File: src/hdl/branch_taken_transition_profiler_defines.svh
// Assertion macros shared by the profiler modules.
`ifndef BRANCH_TAKEN_TRANSITION_PROFILER_DEFINES_SVH
`define BRANCH_TAKEN_TRANSITION_PROFILER_DEFINES_SVH

// Condition must hold at every edge outside reset.
`define BTP_ASSERT_ALWAYS(lbl, cond, msg) \
  lbl: assert property (@(posedge clk) disable iff (!rst_n) (cond)) else $error(msg);

// Antecedent now implies consequent in the next cycle.
`define BTP_ASSERT_NEXT(lbl, ante, cons, msg) \
  lbl: assert property (@(posedge clk) disable iff (!rst_n) (ante) |=> (cons)) else $error(msg);

`endif

File: src/hdl/btp_pkg.sv
// Shared types, codes and helpers of the branch profiler.
package btp_pkg;

  localparam int unsigned EXEC_W   = 48;
  localparam int unsigned STAT_W   = 11;
  localparam int unsigned PC_W     = 48;
  localparam int unsigned BINSEL_W = 5;

  localparam logic [STAT_W-1:0] STAT_MAX = '1;
  localparam logic [EXEC_W-1:0] EXEC_MAX = '1;

  // Request opcodes
  localparam logic [2:0] OP_RECORD   = 3'd0;
  localparam logic [2:0] OP_FINALIZE = 3'd1;
  localparam logic [2:0] OP_RD_JOINT = 3'd2;
  localparam logic [2:0] OP_RD_TAKEN = 3'd3;
  localparam logic [2:0] OP_RD_FLIP  = 3'd4;

  typedef struct packed {
    logic [2:0]          opcode;
    logic [PC_W-1:0]     branch_pc;
    logic                branch_taken;
    logic [BINSEL_W-1:0] taken_bin;
    logic [BINSEL_W-1:0] transition_bin;
  } in_item_t;

  typedef struct packed {
    logic              status;
    logic [STAT_W-1:0] static_count;
    logic [EXEC_W-1:0] exec_count;
  } out_item_t;

  typedef enum logic [2:0] {
    CMD_REC,
    CMD_FIN,
    CMD_RD_J,
    CMD_RD_T,
    CMD_RD_F,
    CMD_NOP
  } cmd_kind_t;

  // Classified request handed from front to back
  typedef struct packed {
    cmd_kind_t kind;
    logic      in_range;
    in_item_t  item;
  } cmd_t;

  // One histogram bin
  typedef struct packed {
    logic [STAT_W-1:0] stat;
    logic [EXEC_W-1:0] exec;
  } hist_word_t;

  typedef enum logic [3:0] {
    ST_CLEAR,
    ST_IDLE,
    ST_SCAN_RD,
    ST_SCAN_CMP,
    ST_ALLOC,
    ST_CNT_RD,
    ST_CNT_WR,
    ST_FIN_RD,
    ST_FIN_MUL,
    ST_FIN_DIV,
    ST_FIN_HRD,
    ST_FIN_HWR,
    ST_OP_RD,
    ST_OP_WAIT,
    ST_DONE
  } state_t;

  function automatic logic [STAT_W-1:0] stat_inc(input logic [STAT_W-1:0] v);
    stat_inc = (v == STAT_MAX) ? v : v + STAT_W'(1);
  endfunction

  function automatic logic [EXEC_W-1:0] exec_add(input logic [EXEC_W-1:0] a,
                                                 input logic [EXEC_W-1:0] b);
    logic [EXEC_W:0] s;
    s = {1'b0, a} + {1'b0, b};
    exec_add = s[EXEC_W] ? EXEC_MAX : s[EXEC_W-1:0];
  endfunction

endpackage

File: src/hdl/btp_front.sv
// Front end: decodes requests, checks bin ranges and queues them for the back end.
module btp_front #(
  parameter int unsigned RATE_BINS = 20
) (
  input  logic              clk,
  input  logic              rst_n,
  input  logic              in_push,
  output logic              in_full,
  input  btp_pkg::in_item_t in_item,
  output logic              cmd_valid,
  input  logic              cmd_pop,
  output btp_pkg::cmd_t     cmd
);

  btp_pkg::cmd_t q_r [2];
  logic          wr_ptr_r;
  logic          rd_ptr_r;
  logic [1:0]    cnt_r;
  btp_pkg::cmd_t cls;
  logic          tb_ok;
  logic          fb_ok;
  logic          push_ok;
  logic          pop_ok;

  // Decode opcode and bin ranges
  always_comb begin
    tb_ok        = int'(in_item.taken_bin) < RATE_BINS;
    fb_ok        = int'(in_item.transition_bin) < RATE_BINS;
    cls.item     = in_item;
    cls.in_range = 1'b0;
    unique case (in_item.opcode)
      btp_pkg::OP_RECORD: begin
        cls.kind = btp_pkg::CMD_REC;
      end
      btp_pkg::OP_FINALIZE: begin
        cls.kind = btp_pkg::CMD_FIN;
      end
      btp_pkg::OP_RD_JOINT: begin
        cls.kind     = btp_pkg::CMD_RD_J;
        cls.in_range = tb_ok && fb_ok;
      end
      btp_pkg::OP_RD_TAKEN: begin
        cls.kind     = btp_pkg::CMD_RD_T;
        cls.in_range = tb_ok;
      end
      btp_pkg::OP_RD_FLIP: begin
        cls.kind     = btp_pkg::CMD_RD_F;
        cls.in_range = fb_ok;
      end
      default: begin
        cls.kind = btp_pkg::CMD_NOP;
      end
    endcase
  end

  assign in_full   = (cnt_r == 2'd2);
  assign cmd_valid = (cnt_r != 2'd0);
  assign cmd       = q_r[rd_ptr_r];
  assign push_ok   = in_push && !in_full;
  assign pop_ok    = cmd_pop && cmd_valid;

  // Two-entry request queue
  always_ff @(posedge clk) begin
    if (!rst_n) begin
      wr_ptr_r <= 1'b0;
      rd_ptr_r <= 1'b0;
      cnt_r    <= 2'd0;
    end else begin
      if (push_ok) begin
        wr_ptr_r <= !wr_ptr_r;
      end
      if (pop_ok) begin
        rd_ptr_r <= !rd_ptr_r;
      end
      cnt_r <= cnt_r + 2'(push_ok) - 2'(pop_ok);
    end
  end

  always_ff @(posedge clk) begin
    if (push_ok) begin
      q_r[wr_ptr_r] <= cls;
    end
  end

endmodule

File: config.mk
export PLATFORM = sky130hd
export DESIGN_NAME = btp_front
export DESIGN_NICKNAME = d
export VERILOG_FILES = /design/src/hdl/branch_taken_transition_profiler_defines.svh /design/src/hdl/btp_pkg.sv /design/src/hdl/btp_front.sv
export SDC_FILE = /design/constraint.sdc
export NUM_CORES = 1
export LEC_CHECK = 0
export ABC_CLOCK_PERIOD_IN_PS = 2560
export BUFFER_PORTS_ARGS = -buffer_cell sky130_fd_sc_hd__buf_2
export CAP_MARGIN = 0
export CELL_PAD_IN_SITES_DETAIL_PLACEMENT = 0
export CELL_PAD_IN_SITES_GLOBAL_PLACEMENT = 1
export CORE_MARGIN = 2
export CORE_UTILIZATION = 40
export CTS_CLUSTER_DIAMETER = 80
export CTS_CLUSTER_SIZE = 20
export DETAILED_ROUTE_END_ITERATION = 10
export PLACE_DENSITY = 0.83
export SLEW_MARGIN = 20
export SYNTH_ARGS = -nofsm -noshare
export SYNTH_HDL_FRONTEND = slang
export SYNTH_SLANG_ARGS = --single-unit
File: constraint.sdc
create_clock -name clk -period 2.56 [get_ports clk]
set_input_delay 0.384 -clock clk [delete_from_list [all_inputs] [get_ports clk]]
set_output_delay 0.384 -clock clk [all_outputs]
set_load 0.03 [all_outputs]
# Yosys cells after proc, flatten, opt, wreduce, memory -nomap -nowiden
# Memory sizes are Yosys's and may differ from the RTL's. A register that Yosys moved wholly into a read port is not among the register bits.
# Index checks and enable logic that the tools add are counted.
# word_totals
out_inout_bits,68
wordCells,27
reg_bits,4
ram_bits,132
input_bits,66
n_memories,1
# classes
mux,6
reduce_logical,8
n_eq_ne,5
addsub,2
n_lt_le_gt_ge,2
# memory_table
name,depth,width,read_ports,rd_ports_with_merged_regs,write_ports,line_no,rtl
q_r,2,66,1,1,1,btp_front.sv:15,btp_pkg::cmd_t q_r [2];
# ops
op,n
3-bit one-hot mux with 5 select lines,1
5-bit less-than comparator (second input constant),2
3-bit by 2-bit == test with 1-bit output (second input constant),2
1-bit two-way mux,4
3-bit by 1-bit == test with 1-bit output (second input constant),1
3-bit == test (second input constant),1
1-bit logical AND,3
1-bit logical NOT,3
3-bit logical NOT,1
1-bit one-hot mux with 3 select lines,1
2-bit by 1-bit adder with 2-bit output,1
2-bit == test (second input constant),1
2-bit nonzero test,1
2-bit by 1-bit subtractor with 2-bit output,1

# Logic depth before layout (Yosys ltp)
# Gate-level depths: netlist of the first run.
# depth
ltp_word,5
ltp_mapped,8
depth_no_buf,8

# Worst setup path before layout of the first run
# Ideal clock, no wire load.
# synth_timing
path_kind,register -> register
startpoint,register cnt_r[0]
endpoint,memory q_r[0][0] (netlist name) (enable)
path_stages_with_launch,5
setup_ns,0.420
arrival_ns,2.191
setup_slack_ns,-0.051
required_time_ns,2.140
path_buffers,0
synth_period_minus_slack_ns,2.611
cell_sequence,dfxtp_1 -> nand2b_2 -> inv_2 -> or3_1 -> inv_1
# synth_between
elab_chain_cells,5
# synth_rtl
element,line_no,rtl
"start, declared",btp_front.sv:18,logic [1:0] cnt_r;
"start signal, assigned",btp_front.sv:75,cnt_r <= cnt_r + 2'(push_ok) - 2'(pop_ok);
2-bit == test,btp_front.sv:56,assign in_full = (cnt_r == 2'd2);
net in_full,btp_front.sv:8,"output logic in_full,"
1-bit logical NOT,btp_front.sv:59,assign push_ok = in_push && !in_full;
1-bit logical AND,btp_front.sv:59,
1-bit two-way mux,btp_front.sv:80,if (push_ok) begin
1-bit two-way mux (implied by the code),btp_front.sv:81,q_r[wr_ptr_r] <= cls;
"end, declared",btp_front.sv:15,
# The timed path passes the listed nets, and every way through them passes these cells.

==> results of run 1 <==
## routing by layer
layer  vias to the layer above  track usage, %  wire length [um]
met2                        89            20.6              4290
met3                        10            6.12               642
met5                         -               0                 0
met1                      1259            15.1              3570
li1                       1244               -                 -
met4                         0            5.87                86
## cells in the mapped netlist (2+ instances only)
library cell / instances
and2_1: 2
buf_6: 4
edfxtp_1: 132
inv_1: 4
dfxtp_1: 5
nor2_1: 6
ha_1: 2
mux2_1: 66
buf_2: 2
o21ai_0: 2
## metrics by stage
| stage | utilization (%) | hold slack (ps) | std cells |
|---|---|---|---|
| after floorplan | - | 458 | 242 |
| after global routing | 51.8 | 142 | 576 |
| after CTS | 51.8 | 148 | 576 |
| after detailed placement | 47.6 | 484 | 545 |
| final | 51.8 | 172 | 576 |
| after global placement | 47.6 | 482 | 545 |
## worst max-delay path: stages, from the launching register on
cell and delay, ps:
dfxtp_4 540, buf_4 300, mux2_1 350, buf_2 180
## power breakdown
group	internal [mW]	switching [mW]	total (mW)
clock network	1.31	0.813	2.12
logic	0.662	1.40	2.06
registers	2.86	0.129	2.99
## worst paths after layout
kind	end	slack, ps	cells past startpoint
max	cmd[51]	390	3
min	q_r[1][56]$_DFFE_PP_	170	1
max reg2reg	q_r[0][45]$_DFFE_PP_	760	5
min reg2reg	wr_ptr_r$_SDFFE_PN0P_	510	2
## cell type report
type / count / area [um^2] / share of cell area (%)
repair buffers: 139 / 723 / 11.2
multi-input cells: 92 / 911 / 14.1
well taps: 172 / 215 / 3.33
clock buffers: 20 / 437 / 6.76
flip-flops and latches: 137 / 4070 / 63.0
clock inverters: 11 / 82.6 / 1.28
inverters: 5 / 22.5 / 0.349
## registers in the layout, indices dropped and copies added (netlist names), named ones only
signal,cells
cnt_r,2
wr_ptr_r,1
rd_ptr_r,1
q_r,132
## cells by family after synthesis
family          share of synthesized area (%)
mux                                      14.7
compound gates                          0.767
buf+inv                                  1.68
flops                                    80.3
simple gates                             1.71
xor+xnor                                0.346
fa+ha+maj                               0.494
==> results by group, run 1 <==
Status
  • Run status: completed

Timing
  • Count of final hold-check violations: 0
  • Skew final: 12.3 ps
  • Transition at the pin with the smallest max-transition slack: 511 ps
  • Worst max-slew margin expressed relative to the limit: 65.9%
  • Worst Setup Slack, final: 389 ps
  • Final period demand of the worst path: 2170 ps
  • Max Clk Rate: 0.461 GHz
  • Post-Route Setup TNS: 0 ps
  • Fin crit share: 84.8%
  • Finish-stage setup viols: 0
  • Unrepaired setup endpoints after global routing: false
  • Final max-slew violation count: 0

CTS
  • Worst-path clk slew: 60 ps
  • Maximum level of the CTS H-tree: 4
  • Clock Sink Count: 137
  • Post-CTS Setup Inserts: 0
  • Clock buffers created by TritonCTS: 17
  • Master cell of the clock root buffer: clkbuf_16
  • CTS max path bufs: 2
  • Quantity of gates resized following cts: 0
  • Later-pin clock latency in the skew report: 410 ps
  • Number of hold buffers added after cts: 0
  • Clock tree from TritonCTS: yes

Logic synthesis
  • Total of warnings raised by yosys: 0
  • Mapped Cells: 242
  • Flip-flop and latch count after synthesis: 137
  • Top cells by area in the synthesized netlist: edfxtp_1, mux2_1, dfxtp_1, buf_6, ha_1
  • Cell taking the most area after synthesis: edfxtp_1
  • Cell Area, Synth: 5060 um^2
  • Number of distinct standard cells referenced by the synthesized netlist: 27
  • Avg Inst Size Synth: 20.9 um^2
  • Primary flip-flop cell chosen by synthesis mapping: edfxtp_1
  • Fraction of post-synthesis cell area in the top cell type by area: 78.3%
  • Total nets after synthesis: 310
  • Post-synthesis sequential area ratio: 80.3%
  • Number of flops mapped to enable cells by yosys: 132
  • Share of async-settable or async-resettable flops after synthesis: 0%

Place
  • Routability-driven placement congestion ratio: 0.755
  • Number of port buffers: 133
  • Detailed placer's ending HPWL: 5.72 mm
  • Post-Place Cell Area: 5940 um^2
  • Worst Setup Slack post-DPL: 730 ps

Drt
  • Iteration-0 DRC Markers: 166
  • Routed vias: 2602
  • Number of optimization iterations in the first detailed-route pass: 4
  • Average wire per cell in the routed design: 14.9 um
  • DRC violation count after routing: 0
  • Aggregate routed wire length: 8.58 mm
  • Post-detailed-route via-to-cell ratio: 4.52
  • Remaining antenna violation count after routing: 0

Run
  • Number of violations of the max-capacitance limit: 0

Worst setup path
  • Worst path arrival time: 1790 ps
  • Required time reported for the critical path endpoint: 2180 ps
  • Critical Path Start Type: flip-flop
  • Startpoint of the lowest-slack register-to-register path: cnt_r[0]$_SDFF_PN0_
  • CP Class: reg -> out
  • Maximum fanout count along the critical path: 22
  • Setup crit end kind: output port

Floorplanning
  • Die Ht: 116 um
  • Starting utilization of the core area: 40.6%
  • Overall die area: 13600 um^2
  • DIE WIDTH: 116 um
  • Count of pins on the block boundary: 134
  • Core outline area: 12500 um^2
  • # rows: 41

Pwr
  • Worst voltage drop across the vdd grid: 661 uV
  • Static leakage: 2.45 nW
  • Post-layout total power: 7.17 mW
  • P per Cell Area: 1110 nW/um^2

Layout
  • Most frequent cells in the layout: buf_2, edfxtp_1, mux2_1
  • Fraction of final layout cells with drive strength greater than 1: 42.6%
  • Final layout net count: 460
  • Post-layout instance area: 6460 um^2
  • Most common cell after layout, fill and taps aside: buf_2
  • Antenna Diode Count: 0
  • Layout overhead on the synthesized area: 27.6%
  • Fillcell total: 1051

Global routing
  • Global-route wire length before repair: 12.8 mm
  • Number of antenna violations at the first check in global routing: 0
  • Total grt overflow: 0
  • Pin count of the biggest net entering global routing: 39
  • Overall routing resource usage: 13.0%
  • Vias in the first global route: 2585

Worst hold path
  • Class of the tightest hold or removal check: in -> reg
  • Start point of the worst hold path: in_item[56]
Power figures use the tool's default switching activity.
==> run 2: changes to the inputs <==
ABC_AREA = 1   (was default)
ABC_CLOCK_PERIOD_IN_PS = 2200   (was 2560)
CORE_UTILIZATION = 44   (was 40)
PLACE_DENSITY = 0.86   (was 0.83)
clock period = 2.2 ns   (was 2.56 ns; I/O delays follow)
==> results by group, run 2 <==
Run
  • Number of violations of the max-capacitance limit: 0 (unchanged)

Drt
  • Average wire per cell in the routed design: 15.5 um (was 14.9 um)
  • Remaining antenna violation count after routing: 0 (unchanged)
  • Aggregate routed wire length: 8.60 mm (was 8.58 mm)
  • Routed vias: 2626 (was 2602)
  • Iteration-0 DRC Markers: 113 (was 166)
  • DRC violation count after routing: 9 (was 0)
  • Number of optimization iterations in the first detailed-route pass: 7 (was 4)
  • Post-detailed-route via-to-cell ratio: 4.73 (was 4.52)

Global routing
  • Total grt overflow: 0 (unchanged)
  • Pin count of the biggest net entering global routing: 67 (was 39)
  • Vias in the first global route: 2677 (was 2585)
  • Global-route wire length before repair: 13.3 mm (was 12.8 mm)
  • Overall routing resource usage: 14.1% (was 13.0%)
  • Number of antenna violations at the first check in global routing: 0 (unchanged)

Logic synthesis
  • Most frequent cells after synthesis: edfxtp_1, mux2_4, mux2_2 (was edfxtp_1, mux2_1, nor2_1)
  • Synthesized-area fraction occupied by and/or/nand/nor cells: 1.97% (was 1.71%)
  • Flip-flop and latch count after synthesis: 137 (unchanged)
  • Area share of fa/ha/maj cells after synthesis: 0.479% (was 0.495%)
  • Xor and xnor area share after synthesis: 0% (was 0.346%)
  • Mux cell area share after synthesis: 17.1% (was 14.7%)
  • Cell with the most instances after synthesis: edfxtp_1 (unchanged)
  • Number of distinct standard cells referenced by the synthesized netlist: 15 (was 27)
  • Top cells by area in the synthesized netlist: edfxtp_1, mux2_4, mux2_2, dfxtp_1, buf_6 (was edfxtp_1, mux2_1, dfxtp_1, buf_6, ha_1)
  • Primary flip-flop cell chosen by synthesis mapping: edfxtp_1 (unchanged)
  • Cell taking the most area after synthesis: edfxtp_1 (unchanged)
  • Number of flops mapped to enable cells by yosys: 132 (unchanged)
  • Cell Area, Synth: 5220 um^2 (was 5060 um^2)
  • Total of warnings raised by yosys: 0 (unchanged)
  • Post-synthesis sequential area ratio: 77.9% (was 80.3%)
  • Avg Inst Size Synth: 20.6 um^2 (was 20.9 um^2)
  • Total nets after synthesis: 322 (was 310)
  • Fraction of post-synthesis cell area in the top cell type by area: 75.9% (was 78.3%)
  • Share of async-settable or async-resettable flops after synthesis: 0% (unchanged)
  • Complex-gate fraction of the synthesized area: 0.527% (was 0.767%)
  • Largest family of logic cells by synthesized area: multiplexers (unchanged)
  • Mapped Cells: 254 (was 242)

Layout
  • Largest registers ranked by flip-flop count: q_r x132, cnt_r x2 (unchanged)
  • Reg with most FFs: q_r (unchanged)
  • Most common cell after layout, fill and taps aside: buf_2 (unchanged)
  • Antenna Diode Count: 0 (unchanged)
  • Final cell utilization of the core: 57.2% (was 51.8%)
  • Layout overhead on the synthesized area: 26.1% (was 27.6%)
  • Final layout net count: 471 (was 460)
  • Fraction of final layout cells with drive strength greater than 1: 55.6% (was 42.6%)
  • Most frequent cells in the layout: buf_2, edfxtp_1, mux2_4 (was buf_2, edfxtp_1, mux2_1)
  • Number of flip-flops under the largest register name: 132 (unchanged)

Pwr
  • P per Cell Area: 1250 nW/um^2 (was 1110 nW/um^2)
  • Worst voltage drop across the vdd grid: 757 uV (was 661 uV)
  • Static leakage: 2.59 nW (was 2.45 nW)

CTS
  • Post-CTS Setup Inserts: 0 (unchanged)
  • Worst-path clk slew: 50 ps (was 60 ps)
  • Clock Sink Count: 137 (unchanged)
  • Clock tree from TritonCTS: yes (unchanged)
  • Master cell of the clock root buffer: clkbuf_16 (unchanged)
  • Maximum level of the CTS H-tree: 4 (unchanged)
  • Clock buffers created by TritonCTS: 17 (unchanged)
  • Later-pin clock latency in the skew report: 410 ps (about the same)
  • CTS max path bufs: 2 (unchanged)
  • Quantity of gates resized following cts: 0 (unchanged)
  • Number of hold buffers added after cts: 0 (unchanged)

Worst setup path
  • Maximum fanout count along the critical path: 29 (was 22)
  • Setup crit end kind: output port (unchanged)
  • Worst path arrival time: 1750 ps (was 1790 ps)
  • Required time reported for the critical path endpoint: 1870 ps (was 2180 ps)
  • Startpoint of the lowest-slack register-to-register path: cnt_r[0]$_SDFF_PN0_ (unchanged)
  • Register-to-register setup slack: 550 ps (was 760 ps)
  • Reg2reg path depth: 5 (unchanged)
  • Reg2Reg Capture Point: q_r[1][54]$_DFFE_PP_ (was q_r[0][45]$_DFFE_PP_)
  • Critical Path Start Type: flip-flop (unchanged)
  • CP Class: reg -> out (unchanged)

Worst hold path
  • Class of the tightest hold or removal check: in -> reg (unchanged)
  • Start point of the worst hold path: in_item[13] (was in_item[56])
  • Endpoint of the worst hold path: q_r[0][13]$_DFFE_PP_ (was q_r[1][56]$_DFFE_PP_)
  • Hold Path Stages: 1 (unchanged)

Floorplanning
  • Overall die area: 12800 um^2 (was 13600 um^2)
  • Core outline area: 11500 um^2 (was 12500 um^2)
  • Starting utilization of the core area: 45.3% (was 40.6%)
  • Die Ht: 113 um (was 116 um)
  • DIE WIDTH: 113 um (was 116 um)
  • # rows: 39 (was 41)
  • Count of pins on the block boundary: 134 (unchanged)

Timing
  • Final max-slew violation count: 0 (unchanged)
  • Transition at the pin with the smallest max-transition slack: 439 ps (was 511 ps)
  • Finish-stage setup viols: 0 (unchanged)
  • Fin crit share: 94.4%
  • Count of final hold-check violations: 0 (unchanged)
  • Worst max-slew margin expressed relative to the limit: 70.7% (was 65.9%)
  • Skew final: 9.33 ps (was 12.3 ps)
  • Unrepaired setup endpoints after global routing: false (unchanged)
  • Post-Route Setup TNS: 0 ps (unchanged)
  • Max Clk Rate: 0.481 GHz
  • Final period demand of the worst path: 2080 ps

Place
  • Detailed placer's ending HPWL: 5.71 mm (was 5.72 mm)
  • Number of port buffers: 133 (unchanged)
  • Routability-driven placement congestion ratio: 0.672 (was 0.755)

Status
  • Run status: finished with violations (was completed)
  • Violated checks: DRC
[run 2: cell count changes after synthesis, sizes merged, moves of 2 or more]
cell   before  now
nand2       1   13
inv         5   10
nand3       0    4
nor2        6    9
a21oi       1    3
and2        2    0
[run 2: kinds of logic (layout without fill, tap and decap cells)]
logic type,Yosys count,in the layout
flops,137,137
fa+ha+maj,2,2
buf+inv,18,176
compound gates,5,5
simple gates,26,26
mux,66,66
[run 2: layer usage]
layer  part of all wire (%)  global-route usage (%)  up-vias
li1                       -                       -     1264
met3                    7.1                    5.30       12
met1                     41                    16.1     1253
met4                    1.3                    6.34        0
met5                      0                       0        -
met2                     51                    23.6       97
[run 2: final cells by class]
cell class | instances | area (um^2)
Fill cell | 907 | 4930
Sequential cell | 137 | 4070
Multi-Input combinational cell | 99 | 1060
Timing Repair Buffer | 138 | 766
Clock buffer | 21 | 440
Tap cell | 143 | 179
Inverter | 10 | 41.3
Clock inverter | 7 | 32.5
[run 2: worst max-delay path, stage by stage, from the launching register on]
cell,delay [ps]
dfxtp_4,520
buf_12,250
mux2_2,360
buf_2,180
[run 2: how the worst max path moves through the flow]
stage	startpoint	to	slack (ps)	cells after the start
4_1_cts	flip-flop	cmd[8]	70	3
2_1_floorplan	cnt_r[0]$_SDFF_PN0_	q_r[0][0]$_DFFE_PP_	220	4
6_report	flip-flop	cmd[8]	120	3
3_5_place_dp	flip-flop	cmd[8]	520	3
5_1_grt	flip-flop	cmd[8]	30	3
3_3_place_gp	flip-flop	cmd[9]	550	3
[run 2: metrics by stage]
step | worst slack (ps) | std cells | power [mW] | instance area [um^2] | hold WS [ps]
final | 123 | 555 | 8.24 | 6580 | 108
after global routing | 28.3 | 555 | 8.62 | 6580 | 92.9
after CTS | 74.7 | 555 | 8.36 | 6580 | 90.0
after detailed placement | 523 | 527 | 6.02 | 6110 | 500
after global placement | 552 | 527 | 5.98 | 6110 | 473
after floorplan | 218 | 254 | 5.37 | 5230 | 423
[run 2: report_power, final]
group	switching [mW]	internal, mW
registers	0.143	3.32
logic	1.51	0.958
clock network	0.915	1.39
==> run 3: changes to the inputs <==
ABC_AREA = 0   (was 1)
REMOVE_ABC_BUFFERS = 1   (was default)
SETUP_SLACK_MARGIN = 0.02   (was default)
==> results by group, run 3 (synthesized netlist as in run 1, its figures left out) <==
Worst setup path
  • CP Class: reg -> out (unchanged)
  • Critical Path Start Type: flip-flop (unchanged)
  • Setup crit end kind: output port (unchanged)
  • Worst path arrival time: 1730 ps (was 1750 ps)
  • Required time reported for the critical path endpoint: 1870 ps (about the same)
  • Maximum fanout count along the critical path: 33 (was 29)

CTS
  • Post-CTS Setup Inserts: 0 (unchanged)
  • Later-pin clock latency in the skew report: 400 ps (was 410 ps)
  • Worst-path clk slew: 50 ps (about the same)
  • CTS max path bufs: 2 (unchanged)
  • Clock Sink Count: 137 (unchanged)
  • Number of hold buffers added after cts: 0 (unchanged)
  • Maximum level of the CTS H-tree: 4 (unchanged)
  • Quantity of gates resized following cts: 0 (unchanged)
  • Clock buffers created by TritonCTS: 17 (unchanged)
  • Clock tree from TritonCTS: yes (unchanged)
  • Master cell of the clock root buffer: clkbuf_16 (unchanged)

Floorplanning
  • DIE WIDTH: 111 um (was 113 um)
  • Die Ht: 111 um (was 113 um)
  • # rows: 39 (unchanged)
  • Core outline area: 11300 um^2 (was 11500 um^2)
  • Starting utilization of the core area: 44.7% (was 45.3%)
  • Count of pins on the block boundary: 134 (unchanged)
  • Overall die area: 12400 um^2 (was 12800 um^2)

Place
  • Routability-driven placement congestion ratio: 0.691 (was 0.672)
  • Number of port buffers: 133 (unchanged)
  • Detailed placer's ending HPWL: 5.41 mm (was 5.71 mm)
  • Worst Setup Slack post-DPL: 526 ps (was 523 ps)

Drt
  • Aggregate routed wire length: 8.45 mm (was 8.60 mm)
  • Number of optimization iterations in the first detailed-route pass: 4 (was 7)
  • DRC violation count after routing: 0 (was 9)
  • Routed vias: 2600 (was 2626)
  • Post-detailed-route via-to-cell ratio: 4.76 (was 4.73)
  • Remaining antenna violation count after routing: 0 (unchanged)
  • Average wire per cell in the routed design: 15.5 um (about the same)
  • Iteration-0 DRC Markers: 110 (was 113)

Global routing
  • GR Layer Usage met2: 23.6% (about the same)
  • Number of antenna violations at the first check in global routing: 0 (unchanged)
  • Busiest grt layer: met2 (unchanged)
  • Vias in the first global route: 2797 (was 2677)
  • Pin count of the biggest net entering global routing: 67 (unchanged)
  • Met1 usage in global routing: 16.3% (was 16.1%)
  • Global-route wire length before repair: 13.4 mm (was 13.3 mm)
  • Overall routing resource usage: 14.4% (was 14.1%)
  • Total grt overflow: 0 (unchanged)
  • Met3 track demand over resource in global routing: 6.07% (was 5.30%)

Layout
  • Largest registers ranked by flip-flop count: q_r x132, cnt_r x2 (unchanged)
  • Reg with most FFs: q_r (unchanged)
  • Area used by sequential logic in the layout: 4070 um^2 (unchanged)
  • Final cell utilization of the core: 56.8% (was 57.2%)
  • Most frequent cells in the layout: buf_2, edfxtp_1, mux2_1 (was buf_2, edfxtp_1, mux2_4)
  • Layout overhead on the synthesized area: 27.1% (was 26.1%)
  • Final layout net count: 458 (was 471)
  • Multi-input gate area: 911 um^2 (was 1060 um^2)
  • Antenna Diode Count: 0 (unchanged)
  • Most common cell after layout, fill and taps aside: buf_2 (unchanged)
  • Number of flip-flops under the largest register name: 132 (unchanged)
  • Fraction of final layout cells with drive strength greater than 1: 41.9% (was 55.6%)
  • Fillcell total: 897 (was 907)

Worst hold path
  • Class of the tightest hold or removal check: in -> reg (unchanged)

Timing
  • Worst max-slew margin expressed relative to the limit: 71.6% (was 70.7%)
  • Worst hold slack after final layout: 119 ps (was 108 ps)
  • Max Clk Rate: 0.485 GHz (was 0.481 GHz)
  • Transition at the pin with the smallest max-transition slack: 426 ps (was 439 ps)
  • Fin crit share: 93.7% (was 94.4%)
  • Finish-stage setup viols: 0 (unchanged)
  • Skew final: 5.48 ps (was 9.33 ps)
  • Worst Setup Slack, final: 140 ps (was 123 ps)
  • Final max-slew violation count: 0 (unchanged)
  • Final period demand of the worst path: 2060 ps (was 2080 ps)
  • Post-Route Setup TNS: 0 ps (unchanged)
  • Unrepaired setup endpoints after global routing: false (unchanged)
  • Count of final hold-check violations: 0 (unchanged)

Pwr
  • Static leakage: 2.46 nW (was 2.59 nW)
  • P per Cell Area: 1300 nW/um^2 (was 1250 nW/um^2)
  • Worst voltage drop across the vdd grid: 555 uV (was 757 uV)

Status
  • Run status: completed (was finished with violations)

Run
  • Number of violations of the max-capacitance limit: 0 (unchanged)
[run 3: changes by cell type in the layout (fill, tap and decap cells not counted), sizes merged, moves of 2 or more]
cell   previous run  this run
nand2            13         1
inv               9         5
nand3             4         0
nor2              9         6
a21oi             3         1
and2              0         2
[run 3: per-stage QoR]
stage | cells | power, mW | instance area, um^2
floorplan | 234 | 5.20 | 4990
global placement | 514 | 5.92 | 5910
detailed placement | 514 | 5.96 | 5910
CTS | 546 | 8.47 | 6430
global route | 546 | 8.76 | 6430
finish | 546 | 8.35 | 6430
[run 3: per-layer routing]
metal | up-vias | wire length (um)
met3 | 13 | 621
met5 | - | 0
met2 | 94 | 4220
li1 | 1239 | -
met4 | 0 | 129
met1 | 1254 | 3470
[run 3: final cells by class]
class | count | area share [%]
inverters | 5 | 0.292
clock buffers | 22 | 6.91
repair buffers | 137 | 11.4
multi-input cells | 92 | 14.2
flip-flops and latches | 137 | 63.2
well taps | 143 | 2.78
clock inverters | 10 | 1.23
[run 3: path summary, 6_finish.rpt]
kind / startpoint / depth (start not counted) / to / slack, ps
max: flip-flop / 3 / cmd[19] / 140
max reg2reg: cnt_r[0]$_SDFF_PN0_ / 5 / q_r[0][12]$_DFFE_PP_ / 530
min: in_item[47] / 1 / q_r[1][47]$_DFFE_PP_ / 120
min reg2reg: wr_ptr_r$_SDFFE_PN0P_ / 2 / wr_ptr_r$_SDFFE_PN0P_ / 510
[run 3: power by group]
part	total (mW)	switching, mW	internal, mW
combinational	2.45	1.66	0.782
clock	2.48	0.942	1.53
sequential	3.43	0.0970	3.33
[run 3: worst max-delay path: stages, from the launching register on]
cell and delay, ps:
dfxtp_4 360, buf_4 380, mux2_1 390, buf_2 190
